===== src/hdl/sitk_pkg.sv =====
package sitk_pkg;

   localparam int TABLE_DEPTH = 16;
   localparam int KEY_BYTES   = 8;
   localparam int KEY_W       = 64;
   localparam int IDX_W       = $clog2(TABLE_DEPTH);
   localparam int CNT_W       = $clog2(TABLE_DEPTH + 1);

   localparam logic [KEY_W-1:0] KEY_MASK =
      (KEY_BYTES >= 8) ? {KEY_W{1'b1}} : ((KEY_W'(1) << (8 * KEY_BYTES)) - KEY_W'(1));

   localparam logic [1:0] CMD_INSERT = 2'd0;
   localparam logic [1:0] CMD_DELETE = 2'd1;
   localparam logic [1:0] CMD_LOOKUP = 2'd2;

   typedef enum logic [1:0] {
      ST_OK      = 2'd0,
      ST_DUP     = 2'd1,
      ST_FULL    = 2'd2,
      ST_MISSING = 2'd3
   } status_type;

   typedef struct packed {
      logic [1:0]       cmd;
      logic [KEY_W-1:0] card_key;
   } req_type;

   typedef struct packed {
      status_type       status;
      logic [CNT_W-1:0] position;
      logic [CNT_W-1:0] entries;
   } rsp_type;

endpackage


===== src/hdl/sitk_key_ram.sv =====
module sitk_key_ram #(
   parameter int DEPTH = 16,
   parameter int WIDTH = 64
) (
   input  logic                     clock,
   input  logic                     wr_en,
   input  logic [$clog2(DEPTH)-1:0] wr_addr,
   input  logic [WIDTH-1:0]         wr_data,
   input  logic                     rd_en,
   input  logic [$clog2(DEPTH)-1:0] rd_addr,
   output logic [WIDTH-1:0]         rd_data
);

   logic [WIDTH-1:0] mem [DEPTH];
   logic [WIDTH-1:0] rd_data_ff;

   always_ff @(posedge clock) begin
      if (wr_en) begin
         mem[wr_addr] <= wr_data;
      end
      if (rd_en) begin
         rd_data_ff <= mem[rd_addr];
      end
   end

   assign rd_data = rd_data_ff;

endmodule


===== src/hdl/sorted_id_key_table.sv =====
// Sorted card-key table: holds up to 16 keys of 64 bits in strictly
// descending order and serves insert, delete and lookup requests.
//
// Request channel: a request (cmd, card_key) is taken at a rising edge
// where start is high and busy is low. busy stays high while the request
// is being worked on and drops in the cycle that carries its response.
// Response channel: rsp_strobe is high for exactly one cycle with
// rsp_payload (status, position, entries) valid; the receiver cannot stall,
// so the response must be captured in that cycle.
//
// Each request walks the key memory one entry per cycle through its single
// read port, with the shift of later entries done by the write port in the
// same pass. The strobe is registered from the step at which the walk stops,
// either at index h or at the end of the table.
// A new request can be taken in the strobe cycle.
//
// Reset clears the entry count and all control state; the key memory is
// not cleared, since entries at or above the count are never used.
module sorted_id_key_table (
   input  logic             clock,
   input  logic             reset,
   input  logic             start,
   output logic             busy,
   input  sitk_pkg::req_type req_payload,
   output logic             rsp_strobe,
   output sitk_pkg::rsp_type rsp_payload
);

   typedef enum logic {
      S_IDLE,
      S_WALK
   } state_type;

   typedef enum logic [1:0] {
      M_FIND,
      M_SHIFT_INS,
      M_SHIFT_DEL
   } mode_type;

   localparam int IDX_W = sitk_pkg::IDX_W;
   localparam int CNT_W = sitk_pkg::CNT_W;
   localparam int KEY_W = sitk_pkg::KEY_W;
   localparam logic [CNT_W-1:0] FULL_COUNT = CNT_W'(sitk_pkg::TABLE_DEPTH);

   state_type          state_ff, state_in;
   mode_type           mode_ff, mode_in;
   logic [1:0]         cmd_ff, cmd_in;
   logic [KEY_W-1:0]   key_ff, key_in;
   logic [CNT_W-1:0]   count_ff, count_in;
   logic [CNT_W-1:0]   rd_addr_ff, rd_addr_in;
   logic               rd_vld_ff, rd_vld_in;
   logic [IDX_W-1:0]   d_ff, d_in;
   logic [KEY_W-1:0]   carry_ff, carry_in;
   logic [IDX_W-1:0]   hit_ff, hit_in;
   logic               rsp_strobe_ff, rsp_strobe_in;
   sitk_pkg::rsp_type  rsp_ff, rsp_in;

   logic               rd_en;
   logic [KEY_W-1:0]   rd_data;
   logic               wr_en;
   logic [IDX_W-1:0]   wr_addr;
   logic [KEY_W-1:0]   wr_data;
   logic               walk_end;
   logic               full;

   assign busy        = (state_ff != S_IDLE);
   assign rsp_strobe  = rsp_strobe_ff;
   assign rsp_payload = rsp_ff;

   assign full     = (count_ff == FULL_COUNT);
   assign rd_en    = (state_ff == S_WALK) && (rd_addr_ff < count_ff);
   assign walk_end = !rd_vld_ff && (rd_addr_ff == count_ff);

   sitk_key_ram #(
      .DEPTH(sitk_pkg::TABLE_DEPTH),
      .WIDTH(KEY_W)
   ) u_key_ram (
      .clock  (clock),
      .wr_en  (wr_en),
      .wr_addr(wr_addr),
      .wr_data(wr_data),
      .rd_en  (rd_en),
      .rd_addr(rd_addr_ff[IDX_W-1:0]),
      .rd_data(rd_data)
   );

   always_comb begin
      state_in      = state_ff;
      mode_in       = mode_ff;
      cmd_in        = cmd_ff;
      key_in        = key_ff;
      count_in      = count_ff;
      rd_addr_in    = rd_addr_ff;
      rd_vld_in     = 1'b0;
      d_in          = d_ff;
      carry_in      = carry_ff;
      hit_in        = hit_ff;
      rsp_strobe_in = 1'b0;
      rsp_in        = rsp_ff;
      wr_en         = 1'b0;
      wr_addr       = d_ff;
      wr_data       = carry_ff;

      unique case (state_ff)
         S_IDLE: begin
            if (start) begin
               cmd_in     = req_payload.cmd;
               key_in     = req_payload.card_key & sitk_pkg::KEY_MASK;
               mode_in    = M_FIND;
               rd_addr_in = '0;
               state_in   = S_WALK;
            end
         end
         S_WALK: begin
            // keep the read stream running one entry ahead of evaluation
            if (rd_en) begin
               rd_vld_in  = 1'b1;
               rd_addr_in = rd_addr_ff + CNT_W'(1);
               d_in       = rd_addr_ff[IDX_W-1:0];
            end

            unique case (mode_ff)
               M_FIND: begin
                  if (rd_vld_ff) begin
                     if (rd_data == key_ff) begin
                        case (cmd_ff)
                           sitk_pkg::CMD_INSERT: begin
                              rsp_in        = '{sitk_pkg::ST_DUP, CNT_W'(d_ff), count_ff};
                              rsp_strobe_in = 1'b1;
                              state_in      = S_IDLE;
                           end
                           sitk_pkg::CMD_DELETE: begin
                              hit_in  = d_ff;
                              mode_in = M_SHIFT_DEL;
                           end
                           default: begin
                              rsp_in        = '{sitk_pkg::ST_OK, CNT_W'(d_ff), count_ff};
                              rsp_strobe_in = 1'b1;
                              state_in      = S_IDLE;
                           end
                        endcase
                     end else if (rd_data < key_ff) begin
                        // first smaller entry: no match can follow
                        if (cmd_ff == sitk_pkg::CMD_INSERT && !full) begin
                           wr_en    = 1'b1;
                           wr_addr  = d_ff;
                           wr_data  = key_ff;
                           carry_in = rd_data;
                           hit_in   = d_ff;
                           mode_in  = M_SHIFT_INS;
                        end else begin
                           rsp_in.status   = (cmd_ff == sitk_pkg::CMD_INSERT) ?
                                             sitk_pkg::ST_FULL : sitk_pkg::ST_MISSING;
                           rsp_in.position = '0;
                           rsp_in.entries  = count_ff;
                           rsp_strobe_in   = 1'b1;
                           state_in        = S_IDLE;
                        end
                     end
                  end else if (walk_end) begin
                     rsp_in.position = '0;
                     rsp_in.status   = sitk_pkg::ST_MISSING;
                     if (cmd_ff == sitk_pkg::CMD_INSERT) begin
                        if (full) begin
                           rsp_in.status = sitk_pkg::ST_FULL;
                        end else begin
                           // append at the tail
                           wr_en           = 1'b1;
                           wr_addr         = count_ff[IDX_W-1:0];
                           wr_data         = key_ff;
                           count_in        = count_ff + CNT_W'(1);
                           rsp_in.status   = sitk_pkg::ST_OK;
                           rsp_in.position = count_ff;
                        end
                     end
                     rsp_in.entries = count_in;
                     rsp_strobe_in  = 1'b1;
                     state_in       = S_IDLE;
                  end
               end
               M_SHIFT_INS: begin
                  if (rd_vld_ff) begin
                     // push the displaced key down one place
                     wr_en    = 1'b1;
                     wr_addr  = d_ff;
                     wr_data  = carry_ff;
                     carry_in = rd_data;
                  end else if (walk_end) begin
                     wr_en         = 1'b1;
                     wr_addr       = count_ff[IDX_W-1:0];
                     wr_data       = carry_ff;
                     count_in      = count_ff + CNT_W'(1);
                     rsp_in        = '{sitk_pkg::ST_OK, CNT_W'(hit_ff), count_in};
                     rsp_strobe_in = 1'b1;
                     state_in      = S_IDLE;
                  end
               end
               M_SHIFT_DEL: begin
                  if (rd_vld_ff) begin
                     // close the gap: move each later key up one place
                     wr_en   = 1'b1;
                     wr_addr = d_ff - IDX_W'(1);
                     wr_data = rd_data;
                  end else if (walk_end) begin
                     count_in      = count_ff - CNT_W'(1);
                     rsp_in        = '{sitk_pkg::ST_OK, CNT_W'(hit_ff), count_in};
                     rsp_strobe_in = 1'b1;
                     state_in      = S_IDLE;
                  end
               end
               default: begin
                  state_in = S_IDLE;
               end
            endcase
         end
         default: begin
            state_in = S_IDLE;
         end
      endcase
   end

   always_ff @(posedge clock) begin
      if (reset) begin
         state_ff      <= S_IDLE;
         mode_ff       <= M_FIND;
         count_ff      <= '0;
         rd_vld_ff     <= 1'b0;
         rd_addr_ff    <= '0;
         rsp_strobe_ff <= 1'b0;
      end else begin
         state_ff      <= state_in;
         mode_ff       <= mode_in;
         count_ff      <= count_in;
         rd_vld_ff     <= rd_vld_in;
         rd_addr_ff    <= rd_addr_in;
         rsp_strobe_ff <= rsp_strobe_in;
      end
      cmd_ff   <= cmd_in;
      key_ff   <= key_in;
      d_ff     <= d_in;
      carry_ff <= carry_in;
      hit_ff   <= hit_in;
      rsp_ff   <= rsp_in;
   end

endmodule

===== config.mk =====
export PLATFORM = sky130hd
export DESIGN_NAME = sorted_id_key_table
export DESIGN_NICKNAME = d
export VERILOG_FILES = /design/src/hdl/sitk_pkg.sv /design/src/hdl/sitk_key_ram.sv /design/src/hdl/sorted_id_key_table.sv
export SDC_FILE = /design/constraint.sdc
export NUM_CORES = 2
export LEC_CHECK = 0
export CAP_MARGIN = 20
export CORE_ASPECT_RATIO = 0.6
export CORE_MARGIN = 5
export CORE_UTILIZATION = 50
export DETAILED_ROUTE_END_ITERATION = 6
export DONT_BUFFER_PORTS = 1
export PLACE_DENSITY_LB_ADDON = 0.25
export SLEW_MARGIN = 20
export SYNTH_ARGS = -nofsm -noshare
export SYNTH_HDL_FRONTEND = slang
export SYNTH_SLANG_ARGS = --single-unit
export TNS_END_PERCENT = 50

===== constraint.sdc =====
create_clock -name clock -period 15 [get_ports clock]
set_input_delay 3 -clock clock [delete_from_list [all_inputs] [get_ports clock]]
set_output_delay 3 -clock clock [all_outputs]
set_load 0.02 [all_outputs]

==> metrics.yaml <==
coreArea_um2: 105000
drc: 0
maxCapViolations: 0
fmax_mhz: 188
grt_pass1_wl_um: 195000
final_common_cell: "edfxtp_1"
syn-num-nets: 2962
hold_depth: 2
drt_first_iter_violations: 4156
grt_max_degree: 101
routedWlPerCell_um: 30.3
die_h_um: 261
ir_drop_mv: 0.109
synth.distinct_cells: 61
crit_chain: "ha_1, nand4_1, nor3_1, a221o_1, a2111o_1, a2111oi_4, buf_4, buf_4, a32oi_1, nor2b_4, buf_6"
crit_fanout: 64
cts_tree: "done"
r2r_start: "u_key_ram.rd_data[38]"
rows: 92
synth_top_family_by_area: "multiplexers"
min_to: "rd_addr_ff[4]"
grt_usage_pct: 23.6
initial_utilization_pct: 50.2
clk_pin_slew_ps: 60
fin_crit_sh_pct: 35.5
fin_worst_skew_ps: 24.2
clkSinkCount: 1253
status: "complete, no violations"
ys_warn_count: 0
layout.nets: 3010
crit_slowest_cell: "buf_4"
cts_buffers: 111
hold_path_class: "reg2reg"
period_needed_ps: 5320
ys.flop_type: "edfxtp_1"
power.leakage_nw: 17.9
crit_top_cell: "buf_4"
place_congestion: 0.840
async_flop_share_pct: 0
cts_resized: 0
dpl.hpwl_um: 72500
final_hold_viol_count: 0
crit_path_start: "u_key_ram.rd_data[38]"
synth_xor_xnor_area_share_pct: 0.0835
root_buffer: "clkbuf_16"
yosys.area_share.simple_pct: 4.54
ant_nets: 0
grt_pass1_vias: 28800
drive_above_1_share_pct: 24.1
synth_top_cell_by_area: "edfxtp_1"
drt_pass1_iterations: 6
cts_buffer_depth: 3
hold_buffers: 0
setup_violations: 0
max_slew_margin_pct: 22.4
seq_area_frac_synth_pct: 71.5
hold_path.startpoint: "rd_addr_ff[4]"
ys_ff_latch: 1253
drv_slew: 0
drt-vias-per-instance: 6.61
synthTopCellsByArea: "edfxtp_1 (71%), mux4_2 (14%), ha_1 (1.9%)"
most-common-layout-cells: "edfxtp_1 (1238), mux4_2 (320), a21oi_1 (120), clkbuf_16 (115), nor3_1 (114)"
reg2reg_to: "carry_ff[36]"
postSynthCellCount: 2815
tightest_slew_ps: 1160
gr-total-overflow: 0
htreeDepth: 3
io_buffer_count: 0
die_x_um: 428
worstSetupPathType: "reg2reg"
rsz0062_at_grt: "no"
muxShareOfSynthArea_pct: 15.2
synth_compound_area_share_pct: 5.01
fin_tns_setup_ps: 0
cpPeakStageDelay_ps: 660
critPathCaptureType: "register"
synthAdderAreaFrac_pct: 1.86
cp.arrival_ps: 5650
num_io_pins: 83
avgSynthCellArea_um2: 18.6
clock_latency_ps: 710
power.density_nw_per_um2: 120
r2r.worst_path.cells: 11
final_core_util_pct: 55.7
syn_area_um2: 52400
critPathLaunchType: "register"
synth_top_area_share_pct: 70.9
areaGrowthSynthToFinish_pct: 11.1
wirelength_um: 132000
post_cts_buffers: 0
r2r_slack_ps: 9680
grt_antenna_before_repair: 8
vias: 28900
die-area_um2: 112000
synth_edf_count: 1238
required_ps: 15330
stage by stage:
step           instances  hold WS, ps  setup slack (ps)  power (W)  instance area, µm²
2_1_floorplan       2815          424              4660    0.00412               52400
3_3_place_gp        4155          478              9570    0.00421               54600
3_5_place_dp        4157          528              9660    0.00422               54600
4_1_cts             4358          533              9640    0.00702               58200
6_report            4365          528              9680    0.00697               58300
5_1_grt             4362          538              9520    0.00720               58300
final cells by class:
cell class                 count  area (µm²)
tap                         1410        1760
clock buffer                 137        2960
clock inverter                64         582
inverter                      83         315
multi-input combinational   1304       14300
sequential                  1253       37500
fill                        7803       46300
antenna                        4        10.0
timing repair buffer         110         863
metal layers:
layer	wire [µm]	global-route usage [%]
met3	13700	4.50
met1	56300	36.2
met2	59200	35.2
met4	3130	6.25
met5	13	0
cell families after synthesis:
kind of cell	Yosys count
buffers and inverters	258
multiplexers	387
flip-flops	1253
XOR/XNOR	5
AO/OA/AOI/OAI	397
adder cells (fa/ha/maj)	78
AND/OR/NAND/NOR	437
worst max-delay path by stage:
stage | end | slack, ps | cells past startpoint
floorplan | u_key_ram.mem[12][0] | 4660 | 13
global placement | carry_ff[38] | 9570 | 12
detailed placement | u_key_ram.mem[11][47] | 9660 | 11
CTS | u_key_ram.mem[12][47] | 9640 | 11
global route | u_key_ram.mem[13][30] | 9520 | 10
finish | carry_ff[36] | 9680 | 11
power by group:
| part | internal (W) | leakage (nW) | total, W | switching (W) |
|---|---|---|---|---|
| clock network | 0.00157 | 1.73 | 0.00281 | 0.00125 |
| registers | 0.00388 | 11.3 | 0.00390 | 0.0000185 |
| logic | 0.0000721 | 4.89 | 0.000260 | 0.000187 |
| total | 0.00552 | 17.9 | 0.00697 | 0.00145 |
cell usage after synthesis (6+ instances only):
| cell type | number |
|---|---|
| edfxtp_1 | 1238 |
| mux4_2 | 320 |
| clkbuf_1 | 145 |
| nor3_1 | 140 |
| a21oi_1 | 121 |
| inv_1 | 83 |
| ha_1 | 78 |
| nand3_1 | 75 |
| a22oi_1 | 70 |
| nand3b_1 | 67 |
| o21a_1 | 66 |
| o22ai_1 | 65 |
| mux2_2 | 64 |
| nand2_1 | 48 |
| nor2_1 | 31 |
| buf_1 | 28 |
| nor4_1 | 19 |
| o21ai_0 | 19 |
| nand4_1 | 17 |
| dfxtp_1 | 15 |
| a21o_1 | 10 |
| nor2b_1 | 8 |
| nand2b_1 | 7 |
| o221ai_1 | 7 |
| nor4b_1 | 6 |
flip-flops by register name (all words and copies together), names as in the netlist, 5 cells and up:
| signal | cells |
|---|---|
| u_key_ram.mem | 1024 |
| carry_ff | 64 |
| key_ff | 64 |
| u_key_ram.rd_data | 64 |
| rsp_payload | 12 |
| count_ff | 5 |
| rd_addr_ff | 5 |
critical path, delay by kind of cell (launching register included):
family                   cells  cell delay, ps
AND/OR/NAND/NOR              3             550
flip-flops                   1             440
AO/OA/AOI/OAI                4            1650
adder cells (fa/ha/maj)      1             340
buffers and inverters        3            1820
Power figures use the tool's default switching activity.
